### src/rtl/multi_slot_software_timer_unit_defines.svh
// Assertion macros for the multi-slot software timer unit.
// No dependencies; included by the files that carry assertions.
`ifndef MULTI_SLOT_SOFTWARE_TIMER_UNIT_DEFINES_SVH
`define MULTI_SLOT_SOFTWARE_TIMER_UNIT_DEFINES_SVH

`ifndef NO_ASSERTIONS
// Check that a property holds at every rising clock edge outside reset.
`define MSTU_ASSERT(label, clk, rst, prop) \
   label: assert property (@(posedge clk) disable iff (rst) prop) \
      else $error("timer unit property failed");
// Check that an expression is never true outside reset.
`define MSTU_NEVER(label, clk, rst, expr) \
   label: assert property (@(posedge clk) disable iff (rst) !(expr)) \
      else $error("timer unit forbidden condition seen");
`else
`define MSTU_ASSERT(label, clk, rst, prop)
`define MSTU_NEVER(label, clk, rst, expr)
`endif

`endif

### src/rtl/mstu_pkg.sv
// Shared types and constants of the multi-slot software timer unit.
// No dependencies.
`default_nettype none

package mstu_pkg;

   localparam int DEFAULT_NUM_SLOTS = 16;
   localparam int SLOT_ID_W         = 4;
   localparam int TIME_W            = 64;
   localparam int TICKS_W           = 32;
   localparam int KIND_W            = 2;
   localparam int QUERY_W           = 8;

   typedef enum logic [1:0] {
      ACT_INIT  = 2'd0,
      ACT_ADD   = 2'd1,
      ACT_TICK  = 2'd2,
      ACT_QUERY = 2'd3
   } action_type;

   localparam logic [KIND_W-1:0] KIND_ONESHOT  = 2'd0;
   localparam logic [KIND_W-1:0] KIND_REPEAT   = 2'd1;
   localparam logic [KIND_W-1:0] KIND_PERIODIC = 2'd2;

   typedef enum logic [1:0] {
      ST_IDLE,
      ST_SCAN,
      ST_DONE
   } state_type;

   typedef struct packed {
      action_type           action;
      logic [TIME_W-1:0]    now_time;
      logic [TICKS_W-1:0]   timeout_ticks;
      logic [KIND_W-1:0]    timer_kind;
      logic [QUERY_W-1:0]   query_slot;
   } req_type;

   typedef struct packed {
      logic [SLOT_ID_W-1:0] slot_id;
      logic                 table_full;
      logic                 is_active;
      logic                 fired;
      logic                 last;
   } rsp_type;

   typedef struct packed {
      logic [TIME_W-1:0]    deadline;
      logic [TICKS_W-1:0]   period;
      logic [KIND_W-1:0]    kind;
   } slot_entry_type;

endpackage

`default_nettype wire

### src/rtl/mstu_slot_ram.sv
// Slot table memory: deadline, period and kind of each timer slot.
// One write port, one read port with registered read data; uses mstu_pkg.
`default_nettype none

module mstu_slot_ram
   import mstu_pkg::*;
#(
   parameter int DEPTH  = DEFAULT_NUM_SLOTS,
   parameter int ADDR_W = (DEPTH > 1) ? $clog2(DEPTH) : 1
) (
   input  wire logic              clock,
   input  wire logic              wr_en,
   input  wire logic [ADDR_W-1:0] wr_addr,
   input  wire slot_entry_type    wr_data,
   input  wire logic [ADDR_W-1:0] rd_addr,
   output slot_entry_type         rd_data
);

   slot_entry_type mem_ff [DEPTH];
   slot_entry_type rd_data_ff;

   always_ff @(posedge clock) begin
      if (wr_en) begin
         mem_ff[wr_addr] <= wr_data;
      end
   end

   always_ff @(posedge clock) begin
      rd_data_ff <= mem_ff[rd_addr];
   end

   assign rd_data = rd_data_ff;

endmodule

`default_nettype wire

### src/rtl/multi_slot_software_timer_unit.sv
// Multi-slot software timer unit: top level with control and active marks.
// Depends on mstu_pkg, mstu_slot_ram and the assertion macro header.
`default_nettype none

`include "multi_slot_software_timer_unit_defines.svh"

// A table of NUM_SLOTS timer slots, handed out in order and never freed.
// A request is a transfer at the rising edge where start is high and busy
// is low. Init, add and query leave busy low: the single result shows on
// rsp_data with rsp_valid high in the next cycle, so a new request can
// follow every cycle. A tick latches now_time and walks the used slots
// one per cycle through the single read port of the slot memory, with
// busy high through the walk and a final done state; with no slot handed
// out it leaves busy low like the other actions. Each fire of a tick is its
// own result, in slot order, with last set on the final one; a tick that
// fires nothing returns one result with only last set. Results are one
// cycle strobes that the receiver must take when they appear: there is no
// back-pressure on the result side. Periodic slots reload their deadline
// during the walk by writing back into the slot memory. No memory clear is
// needed after reset: only slots already written by an add are ever
// evaluated, and the active marks sit in flip-flops cleared by reset.
module multi_slot_software_timer_unit
   import mstu_pkg::*;
#(
   parameter int NUM_SLOTS = DEFAULT_NUM_SLOTS
) (
   input  wire logic    clock,
   input  wire logic    reset,
   input  wire logic    start,
   output logic         busy,
   input  wire req_type req_data,
   output logic         rsp_valid,
   output rsp_type      rsp_data
);

   localparam int SLOT_W = (NUM_SLOTS > 1) ? $clog2(NUM_SLOTS) : 1;
   localparam int CNT_W  = $clog2(NUM_SLOTS + 1);

   // Control and status registers.
   state_type         state_ff, state_in;
   logic [SLOT_W-1:0] scan_idx_ff, scan_idx_in;
   logic [CNT_W-1:0]  next_slot_ff, next_slot_in;
   logic [TIME_W-1:0] latched_ff, latched_in;
   logic              active_ff [NUM_SLOTS];
   logic              active_in [NUM_SLOTS];
   logic              pend_ff, pend_in;
   logic [SLOT_W-1:0] pend_idx_ff, pend_idx_in;
   logic              rsp_valid_ff, rsp_valid_in;
   rsp_type           rsp_ff, rsp_in;

   // Slot memory ports.
   logic              ram_we;
   logic [SLOT_W-1:0] ram_waddr;
   slot_entry_type    ram_wdata;
   logic [SLOT_W-1:0] ram_raddr;
   slot_entry_type    ram_rdata;

   logic accept;
   logic query_in_range;
   logic scan_hit;
   logic scan_last;

   assign busy   = (state_ff != ST_IDLE);
   assign accept = start && !busy;

   assign query_in_range = ({1'b0, req_data.query_slot} < (QUERY_W + 1)'(NUM_SLOTS));
   assign scan_hit  = active_ff[scan_idx_ff] && (latched_ff >= ram_rdata.deadline);
   assign scan_last = ((CNT_W'(scan_idx_ff) + CNT_W'(1)) == next_slot_ff);

   mstu_slot_ram #(
      .DEPTH  (NUM_SLOTS),
      .ADDR_W (SLOT_W)
   ) u_slot_ram (
      .clock   (clock),
      .wr_en   (ram_we),
      .wr_addr (ram_waddr),
      .wr_data (ram_wdata),
      .rd_addr (ram_raddr),
      .rd_data (ram_rdata)
   );

   always_ff @(posedge clock) begin
      if (reset) begin
         state_ff     <= ST_IDLE;
         next_slot_ff <= '0;
         latched_ff   <= '0;
         pend_ff      <= 1'b0;
         rsp_valid_ff <= 1'b0;
         for (int i = 0; i < NUM_SLOTS; i++) begin
            active_ff[i] <= 1'b0;
         end
      end else begin
         state_ff     <= state_in;
         next_slot_ff <= next_slot_in;
         latched_ff   <= latched_in;
         pend_ff      <= pend_in;
         rsp_valid_ff <= rsp_valid_in;
         for (int i = 0; i < NUM_SLOTS; i++) begin
            active_ff[i] <= active_in[i];
         end
      end
   end

   // Payload registers: no reset needed.
   always_ff @(posedge clock) begin
      scan_idx_ff <= scan_idx_in;
      pend_idx_ff <= pend_idx_in;
      rsp_ff      <= rsp_in;
   end

   always_comb begin
      state_in     = state_ff;
      scan_idx_in  = scan_idx_ff;
      next_slot_in = next_slot_ff;
      latched_in   = latched_ff;
      pend_in      = pend_ff;
      pend_idx_in  = pend_idx_ff;
      rsp_valid_in = 1'b0;
      rsp_in       = '0;
      for (int i = 0; i < NUM_SLOTS; i++) begin
         active_in[i] = active_ff[i];
      end
      ram_we    = 1'b0;
      ram_waddr = scan_idx_ff;
      ram_wdata = '0;
      // Prefetch the slot after the one under evaluation; slot 0 in other states.
      ram_raddr = (state_ff == ST_SCAN) ? (scan_idx_ff + SLOT_W'(1)) : '0;

      unique case (state_ff)
         ST_IDLE: begin
            if (accept) begin
               unique case (req_data.action)
                  ACT_INIT: begin
                     // Drop every active mark; keep the slot counter.
                     for (int i = 0; i < NUM_SLOTS; i++) begin
                        active_in[i] = 1'b0;
                     end
                     latched_in   = req_data.now_time;
                     rsp_valid_in = 1'b1;
                     rsp_in.last  = 1'b1;
                  end
                  ACT_ADD: begin
                     rsp_valid_in = 1'b1;
                     rsp_in.last  = 1'b1;
                     if (next_slot_ff == CNT_W'(NUM_SLOTS)) begin
                        rsp_in.table_full = 1'b1;
                     end else begin
                        ram_we             = 1'b1;
                        ram_waddr          = next_slot_ff[SLOT_W-1:0];
                        ram_wdata.deadline = latched_ff + TIME_W'(req_data.timeout_ticks);
                        ram_wdata.period   = req_data.timeout_ticks;
                        ram_wdata.kind     = req_data.timer_kind;
                        active_in[next_slot_ff[SLOT_W-1:0]] = 1'b1;
                        next_slot_in       = next_slot_ff + CNT_W'(1);
                        rsp_in.slot_id     = SLOT_ID_W'(next_slot_ff);
                     end
                  end
                  ACT_TICK: begin
                     latched_in = req_data.now_time;
                     pend_in    = 1'b0;
                     if (next_slot_ff == '0) begin
                        rsp_valid_in = 1'b1;
                        rsp_in.last  = 1'b1;
                     end else begin
                        // Slot 0 is read at this edge; evaluate it next cycle.
                        scan_idx_in = '0;
                        state_in    = ST_SCAN;
                     end
                  end
                  ACT_QUERY: begin
                     rsp_valid_in     = 1'b1;
                     rsp_in.last      = 1'b1;
                     rsp_in.is_active = query_in_range &&
                                        active_ff[req_data.query_slot[SLOT_W-1:0]];
                  end
               endcase
            end
         end

         ST_SCAN: begin
            if (scan_hit) begin
               // Hold each fire until the next one shows it was not the final one.
               if (pend_ff) begin
                  rsp_valid_in   = 1'b1;
                  rsp_in.fired   = 1'b1;
                  rsp_in.slot_id = SLOT_ID_W'(pend_idx_ff);
               end
               pend_in     = 1'b1;
               pend_idx_in = scan_idx_ff;
               case (ram_rdata.kind)
                  KIND_ONESHOT: begin
                     active_in[scan_idx_ff] = 1'b0;
                  end
                  KIND_PERIODIC: begin
                     ram_we             = 1'b1;
                     ram_waddr          = scan_idx_ff;
                     ram_wdata.deadline = latched_ff + TIME_W'(ram_rdata.period);
                     ram_wdata.period   = ram_rdata.period;
                     ram_wdata.kind     = ram_rdata.kind;
                  end
                  default: begin
                     // Repeating and unlisted kinds stay as they are.
                  end
               endcase
            end
            if (scan_last) begin
               state_in = ST_DONE;
            end else begin
               scan_idx_in = scan_idx_ff + SLOT_W'(1);
            end
         end

         ST_DONE: begin
            // Release the held fire as the final transfer, or report no fire.
            rsp_valid_in = 1'b1;
            rsp_in.last  = 1'b1;
            if (pend_ff) begin
               rsp_in.fired   = 1'b1;
               rsp_in.slot_id = SLOT_ID_W'(pend_idx_ff);
            end
            pend_in  = 1'b0;
            state_in = ST_IDLE;
         end

         default: begin
            state_in = ST_IDLE;
         end
      endcase
   end

   assign rsp_valid = rsp_valid_ff;
   assign rsp_data  = rsp_ff;

   // A final transfer only appears once the unit is idle again.
   `MSTU_ASSERT(a_last_when_idle, clock, reset,
      (rsp_valid_ff && rsp_ff.last) |-> (state_ff == ST_IDLE))
   // A non-final transfer only appears while a tick is still in progress.
   `MSTU_ASSERT(a_more_while_busy, clock, reset,
      (rsp_valid_ff && !rsp_ff.last) |-> (state_ff != ST_IDLE))
   // The walk never reaches a slot that was not handed out.
   `MSTU_ASSERT(a_scan_in_use, clock, reset,
      (state_ff == ST_SCAN) |-> (CNT_W'(scan_idx_ff) < next_slot_ff))
   // The slot counter never runs past the table.
   `MSTU_NEVER(a_slot_count_bound, clock, reset,
      next_slot_ff > CNT_W'(NUM_SLOTS))

endmodule

`default_nettype wire
### config.mk
export PLATFORM = sky130hd
export DESIGN_NAME = multi_slot_software_timer_unit
export DESIGN_NICKNAME = d
export VERILOG_FILES = /design/src/rtl/mstu_pkg.sv /design/src/rtl/mstu_slot_ram.sv /design/src/rtl/multi_slot_software_timer_unit.sv
export VERILOG_INCLUDE_DIRS = /design/src /design/src/rtl
export SDC_FILE = /design/constraint.sdc
export NUM_CORES = 2
export LEC_CHECK = 0
export BUFFER_PORTS_ARGS = -buffer_cell sky130_fd_sc_hd__buf_2
export CORE_ASPECT_RATIO = 1.25
export CORE_MARGIN = 5
export CORE_UTILIZATION = 39
export DETAILED_ROUTE_END_ITERATION = 8
export GPL_ROUTABILITY_DRIVEN = 1
export PLACE_DENSITY = 0.63
export SLEW_MARGIN = 20
export SYNTH_ARGS = -nofsm -noshare
export SYNTH_HDL_FRONTEND = slang
export SYNTH_SLANG_ARGS = --single-unit
### constraint.sdc
create_clock -name clock -period 24.1 [get_ports clock]
set_input_delay 1.205 -clock clock [delete_from_list [all_inputs] [get_ports clock]]
set_output_delay 1.205 -clock clock [all_outputs]
set_load 0.05 [all_outputs]
## Word level (Yosys, flattened, before mapping)

Memories as Yosys holds them, arrays and structs flattened. A register that Yosys moved wholly into a read port is not among the register bits.
Cells that the tools add are included.

| operators by class | value |
|---|---|
| add/sub/neg operators | 5 |
| magnitude comparators | 6 |
| eq/ne operators | 14 |
| multiplexer cells | 79 |
| bitwise logic cells | 22 |
| reductions and logical operators | 23 |

Operators with widths:

| operator | count |
|---|---|
| $mux W98 | 5 |
| $pmux W98 S2 | 1 |
| $add A64 B32 Y64 | 2 |
| $ge A64 B64 Y1 | 1 |
| $mux W16 | 4 |
| $pmux W16 S2 | 2 |
| $mux W4 | 13 |
| $mux W1 | 37 |
| $and A16 B16 Y16 | 1 |
| $not A16 Y16 | 1 |
| $or A1 B1 Y1 | 16 |
| $or A16 B16 Y16 | 1 |
| $pmux W4 S3 | 1 |
| $reduce_and A4 Y1 | 3 |
| $ge A5 B5 Y1 const B | 2 |
| $lt A5 B1 Y1 const B | 2 |
| $ne A2 B2 Y1 const B | 5 |
| $not A4 Y5 | 2 |
| $reduce_and A3 Y1 | 3 |
| $demux W1 S4 | 2 |
| $eq A2 B2 Y1 const B | 4 |
| $lt A8 B5 Y1 const B | 1 |
| $mux W2 | 4 |
| $pmux W1 S2 | 4 |
| other kinds (23) | 32 |

| word-level totals | value |
|---|---|
| flip-flop bits (word level) | 89 |
| RAM bits | 1,584 |
| bits of input ports | 111 |
| output and inout bits | 10 |
| logic and storage cells | 163 |
| memories kept | 2 |

Memory list:

| name | words | width | rd ports | clocked after memory_dff | wr ports | RTL line | RTL |
|---|---|---|---|---|---|---|---|
| u_slot_ram.mem_ff | 16 | 98 | 1 | 1 | 1 | mstu_slot_ram.sv:19 | `slot_entry_type mem_ff [DEPTH];` |
| active_ff | 16 | 1 | 18 | 1 | 16 | multi_slot_software_timer_unit.sv:44 | `logic active_ff [NUM_SLOTS];` |

## Logic depth before layout (Yosys ltp)

| depth | value |
|---|---|
| depth after elaboration | 11 |
| gate-level depth with buffers | 13 |
| gate-level depth less buffers | 12 |

## By module

A second synthesis with hierarchy kept.

| second synthesis, totals | value |
|---|---|
| cell total of the unflattened synthesis | 4,070 |
| area, all modules | 72,124.2 sq um |

By module, submodules not included:

| module | instances | cells each | area an instance (sq um) | seq. area each (sq um) |
|---|---|---|---|---|
| mstu_slot_ram | 1 | 2,510 | 60,516.8 | 49,047.0 |
| multi_slot_software_timer_unit | 1 | 1,560 | 11,607.4 | 2,262.2 |

## Worst setup path after synthesis

OpenSTA, ideal clock, no wires.

| timing | value |
|---|---|
| path type | input to register |
| from | in req_data[106] in the netlist's numbering |
| to | mem u_slot_ram.mem_ff[2][0] in the netlist's numbering, enable pin |
| setup time | 587 ps |
| arrival time | 7,197 ps |
| data required time | 23,513 ps |
| path slack | 16,316 ps |
| cell stages on the path | 6 |
| path buffers | 1 |
| cell sequence | nor2b_1 -> nand3_1 -> nor2_1 -> clkbuf_1 -> o22ai_1 -> a21oi_1 |

| between the ends | value |
|---|---|
| cells in the longest elaborated chain, start to end | 6 |
| elaborated cells on any way between the ends | 9 |
| those cells by class | eq/ne: 1; mux: 8 |

RTL lines:

| element | RTL line | RTL |
|---|---|---|
| start, declared | multi_slot_software_timer_unit.sv:31 | `input wire req_type req_data,` |
| $eq A2 B1 Y1 (*) | multi_slot_software_timer_unit.sv:132 | `unique case (req_data.action)` |
| $mux W1 | multi_slot_software_timer_unit.sv:132 |  |
| $mux W1 | multi_slot_software_timer_unit.sv:131 | `if (accept) begin` |
| $pmux W1 S2 | multi_slot_software_timer_unit.sv:129 | `unique case (state_ff)` |
| $mux W1 | mstu_slot_ram.sv:23 | `if (wr_en) begin` |
| $mux W1 (not written as such) | mstu_slot_ram.sv:24 | `mem_ff[wr_addr] <= wr_data;` |
| end, declared | mstu_slot_ram.sv:19 |  |

Every way passes the cells marked *; elsewhere a longest branch is shown, timed or not.

## Worst setup path after layout

| timing | value |
|---|---|
| from | reg latched_ff[47] |
| to | mem u_slot_ram.mem_ff[13][75] in the netlist's numbering, enable pin |

| between the ends | value |
|---|---|
| cells in the longest elaborated chain, start to end | 6 |

RTL lines:

| element | RTL line | RTL |
|---|---|---|
| start, declared | multi_slot_software_timer_unit.sv:43 | `logic [TIME_W-1:0] latched_ff, latched_in;` |
| start signal, assigned | multi_slot_software_timer_unit.sv:95 | `latched_ff <= latched_in;` |
| $ge A64 B64 Y1 | multi_slot_software_timer_unit.sv:67 | `assign scan_hit = active_ff[scan_idx_ff] && (latched_ff >= ram_rdata.deadline);` |
| $logic_and A1 B1 Y1 | multi_slot_software_timer_unit.sv:67 |  |
| $mux W1 | multi_slot_software_timer_unit.sv:181 | `if (scan_hit) begin` |
| $pmux W1 S2 | multi_slot_software_timer_unit.sv:129 |  |
| $mux W1 | mstu_slot_ram.sv:23 |  |
| $mux W1 (not written as such) | mstu_slot_ram.sv:24 |  |

No other way between the ends.

==> metrics.yaml <==
status:
  status: "complete, no violations"
sta:
  period_share_pct: 27.2
  hold_viol_final: 0
  skew_ps: 110
  period_needed_ps: 6550
  whs_ps: 494
  max_clock_freq_ghz: 0.153
  tns_ps: 0
  timing.slew.headroom_pct: 23.8
  rsz0062_at_grt: "false"
  tightest_slew_ps: 1140
  setup_viol: 0
  report.final.slew_viol_count: 0
critical_path:
  crit_type: "flop to flop"
  path_max_fanout: 51
  r2r_cells: 13
  crit_path_start_kind: "flop"
  required_ps: 24480
  r2r_slack_ps: 17550
  crit_arrival_ps: 6940
  worstSetupEndpointType: "flop"
  r2r-start: "latched_ff[47]$_SDFFE_PP0P_"
  reg2reg_to: "u_slot_ram.mem_ff[13][75]$_DFFE_PP_"
route:
  antenna_left: 0
  vias: 45100
  drtIter0Drc: 4750
  drt-total-wl_um: 204000
  drt-pass1-iter-count: 8
  avgViaCountPerCell: 5.69
  wl_per_cell_um: 25.8
  drc: 0
clock_network:
  hold_buffers: 0
  cts_made_buffers: 174
  cts_sinks: 1775
  htree_levels: 4
  cts_setup_buffers: 0
  clockBufferDepth: 3
  clock_latency_ps: 870
  clkTransAtPathRegs_ps: 60
  post_cts_resized: 0
  cts_tree: "done"
  clockRootBuffer: "clkbuf_16"
synth:
  syn_avg_cell_area_sq_um: 14.5
  synth_edf_count: 1576
  synth_nets: 5371
  async_reset_ff_share_pct: 0
  ys_seq_elements: 1775
  syn-instance-count: 5118
  synth_area_sq_um: 74300
  yosys_warnings: 0
  yosysUniqueCellTypes: 79
  synth_seq_area_share_pct: 69.1
  synthFlopType: "edfxtp_1"
die:
  placementRows: 179
  die_h_um: 498
  ioPinCount: 121
  die_w_um: 400
  start_util_pct: 39.1
  die_area_sq_um: 199000
  core_area_sq_um: 190000
power:
  irDropWorstVdd_v: 0.0000730
  power_density_nw_per_um2: 94.1
  cellLeakagePower_nw: 29.1
global_route:
  track_usage_pct: 19.8
  grt_pass1_wl_um: 299000
  grt_antenna_before_repair: 6
  grt_pass1_vias: 44400
  grt_max_degree: 178
  grt-ovfl-total: 0
layout:
  areaGrowthSynthToFinish_pct: 13.6
  drive_above_1_share_pct: 13.1
  layoutNonFillerInstCount: 7915
  nNetsFinal: 5477
hold_path:
  min_from: "pend_idx_ff[3]$_DFFE_PP_"
  min_delay_worst_endpoint: "rsp_data[7]$_DFF_P_"
  hold_depth: 1
  worstHoldPathType: "flop to flop"
place:
  dp_hpwl_um: 118000
  dp_cells: 7582
  port_buffers: 120
  place_congestion: 0.911
flow_run:
  maxCapViolCount: 0
[worst max path at each step]
stage                                           start                             endpoint  slack [ps]  cells past startpoint
after CTS                 latched_ff[47]$_SDFFE_PP0P_  u_slot_ram.mem_ff[13][75]$_DFFE_PP_       17480                     13
after global routing      latched_ff[46]$_SDFFE_PP0P_  u_slot_ram.mem_ff[13][75]$_DFFE_PP_       17230                     13
after floorplan                         req_data[106]    u_slot_ram.mem_ff[2][0]$_DFFE_PP_       16320                      6
after detailed placement  latched_ff[47]$_SDFFE_PP0P_  u_slot_ram.mem_ff[13][73]$_DFFE_PP_       17550                     13
after global placement    latched_ff[47]$_SDFFE_PP0P_  u_slot_ram.mem_ff[13][33]$_DFFE_PP_       17630                     13
final                     latched_ff[47]$_SDFFE_PP0P_  u_slot_ram.mem_ff[13][75]$_DFFE_PP_       17550                     13
[final cells by class]
cell class | instances | area [sq um]
diodes | 4 | 10.0
clock buffers | 216 | 4670
clock inverters | 113 | 1480
fillers | 16800 | 106000
inverters | 97 | 392
multi-input cells | 2952 | 21900
flip-flops and latches | 1775 | 51300
well taps | 2534 | 3170
repair buffers | 224 | 1460
[synth_stat cells, drive strengths merged (14+ instances only)]
cell       n  share of area, %
a31oi     27              0.23
a22o      36              0.42
nand2    746               3.8
nand4     25              0.21
dfxtp    199               5.4
nor2      79              0.41
a211oi   119               1.2
o21ai     81              0.57
xnor2     38              0.45
ha       140               2.4
clkbuf   231               1.2
a21o      31              0.31
and2     109              0.92
o22ai     30              0.25
xor2      31              0.37
and3      19              0.16
inv       97              0.49
a21oi    322               2.2
nand2b    14              0.12
nand3    148               1.0
nor3      18              0.12
edfxtp  1576                64
a311oi   197               2.3
buf       63              0.38
mux2i    494               6.7
mux4     107               3.2
[critical path, cell delays in order (launching register included)]
cell and delay (ps):
dfxtp_1 390, ha_1 340, nand4_1 230, nor4_2 780
nand2b_1 110, o2bb2ai_1 410, a2111oi_2 200, nor2_2 260
and4b_2 270, buf_4 580, a41oi_1 560, nor2_4 200
buf_4 790, buf_4 940
[through the flow]
stage	cell area, sq um	power (mW)	utilization (%)	worst slack, ps
after global placement	78100	5.12	41.1	17630
final	84400	7.94	44.4	17550
after floorplan	74300	4.59	-	16320
after CTS	84300	7.97	44.4	17480
after detailed placement	78100	5.13	41.1	17550
after global routing	84400	8.23	44.4	17230
[flip-flops by register name, indices dropped and copies added (netlist names), named ones only]
name	cells
rsp_valid	1
u_slot_ram.rd_data	98
pend_ff	1
scan_idx_ff	4
pend_idx_ff	4
state_ff	2
active_ff	16
u_slot_ram.mem_ff	1568
rsp_data	8
latched_ff	64
next_slot_ff	5
[logic make-up (layout without fill, tap and decap cells)]
family	count (synthesis)	count (layout)	share of synthesized area [%]
XOR/XNOR	69	69	0.814
other	0	4	0
multiplexers	604	604	9.95
AND/OR/NAND/NOR	1203	1203	7.15
flip-flops	1775	1775	69.1
adder cells (fa/ha/maj)	142	142	2.41
AO/OA/AOI/OAI	934	934	8.56
buffers and inverters	391	650	2.03
[report_power, final]
group          switching (mW)  internal, mW  total [mW]
Sequential             0.0925          3.47        3.57
Clock                    1.22          1.64        2.86
Combinational           0.983         0.532        1.52
[layer usage]
metal  share of wire [%]  vias up  routed length [um]  global-route usage (%)
met5               0.017        -                  34                       0
met4                 2.5        4                5210                    5.56
met3                 7.2      323               14800                    3.59
met2                  48     1870               97600                    32.5
met1                  42    22900               86600                    27.2
li1                    -    19900                   -                       -
[layout by cell type (no fill, tap or decap), types with 11 or more instances in the layout]
master,netlist,layout
edfxtp_1,1576,1576
nand2_1,745,741
mux2i_1,494,494
a21oi_1,320,315
dfxtp_1,199,199
a311oi_1,197,197
clkbuf_16,0,174
nand3_1,148,148
ha_1,140,140
a211oi_1,119,119
buf_2,28,119
and2_1,108,108
mux4_2,107,107
buf_4,0,99
inv_1,94,93
o21ai_0,76,75
nor2_1,76,58
clkinv_2,0,40
xnor2_1,38,38
a22o_1,36,36
xor2_1,31,31
a21o_1,31,31
nand4_1,25,25
clkbuf_1,231,25
a31oi_1,27,24
clkinv_1,0,24
bufinv_16,0,22
and3_1,19,19
nor3_1,18,18
o22ai_2,0,17
clkbuf_8,0,16
nor2_4,0,15
nand2b_1,14,14
nor2b_1,13,13
o22ai_1,30,13
clkinv_16,0,13
o211ai_1,12,12
o21a_1,11,11
Power figures use the tool's default switching activity.
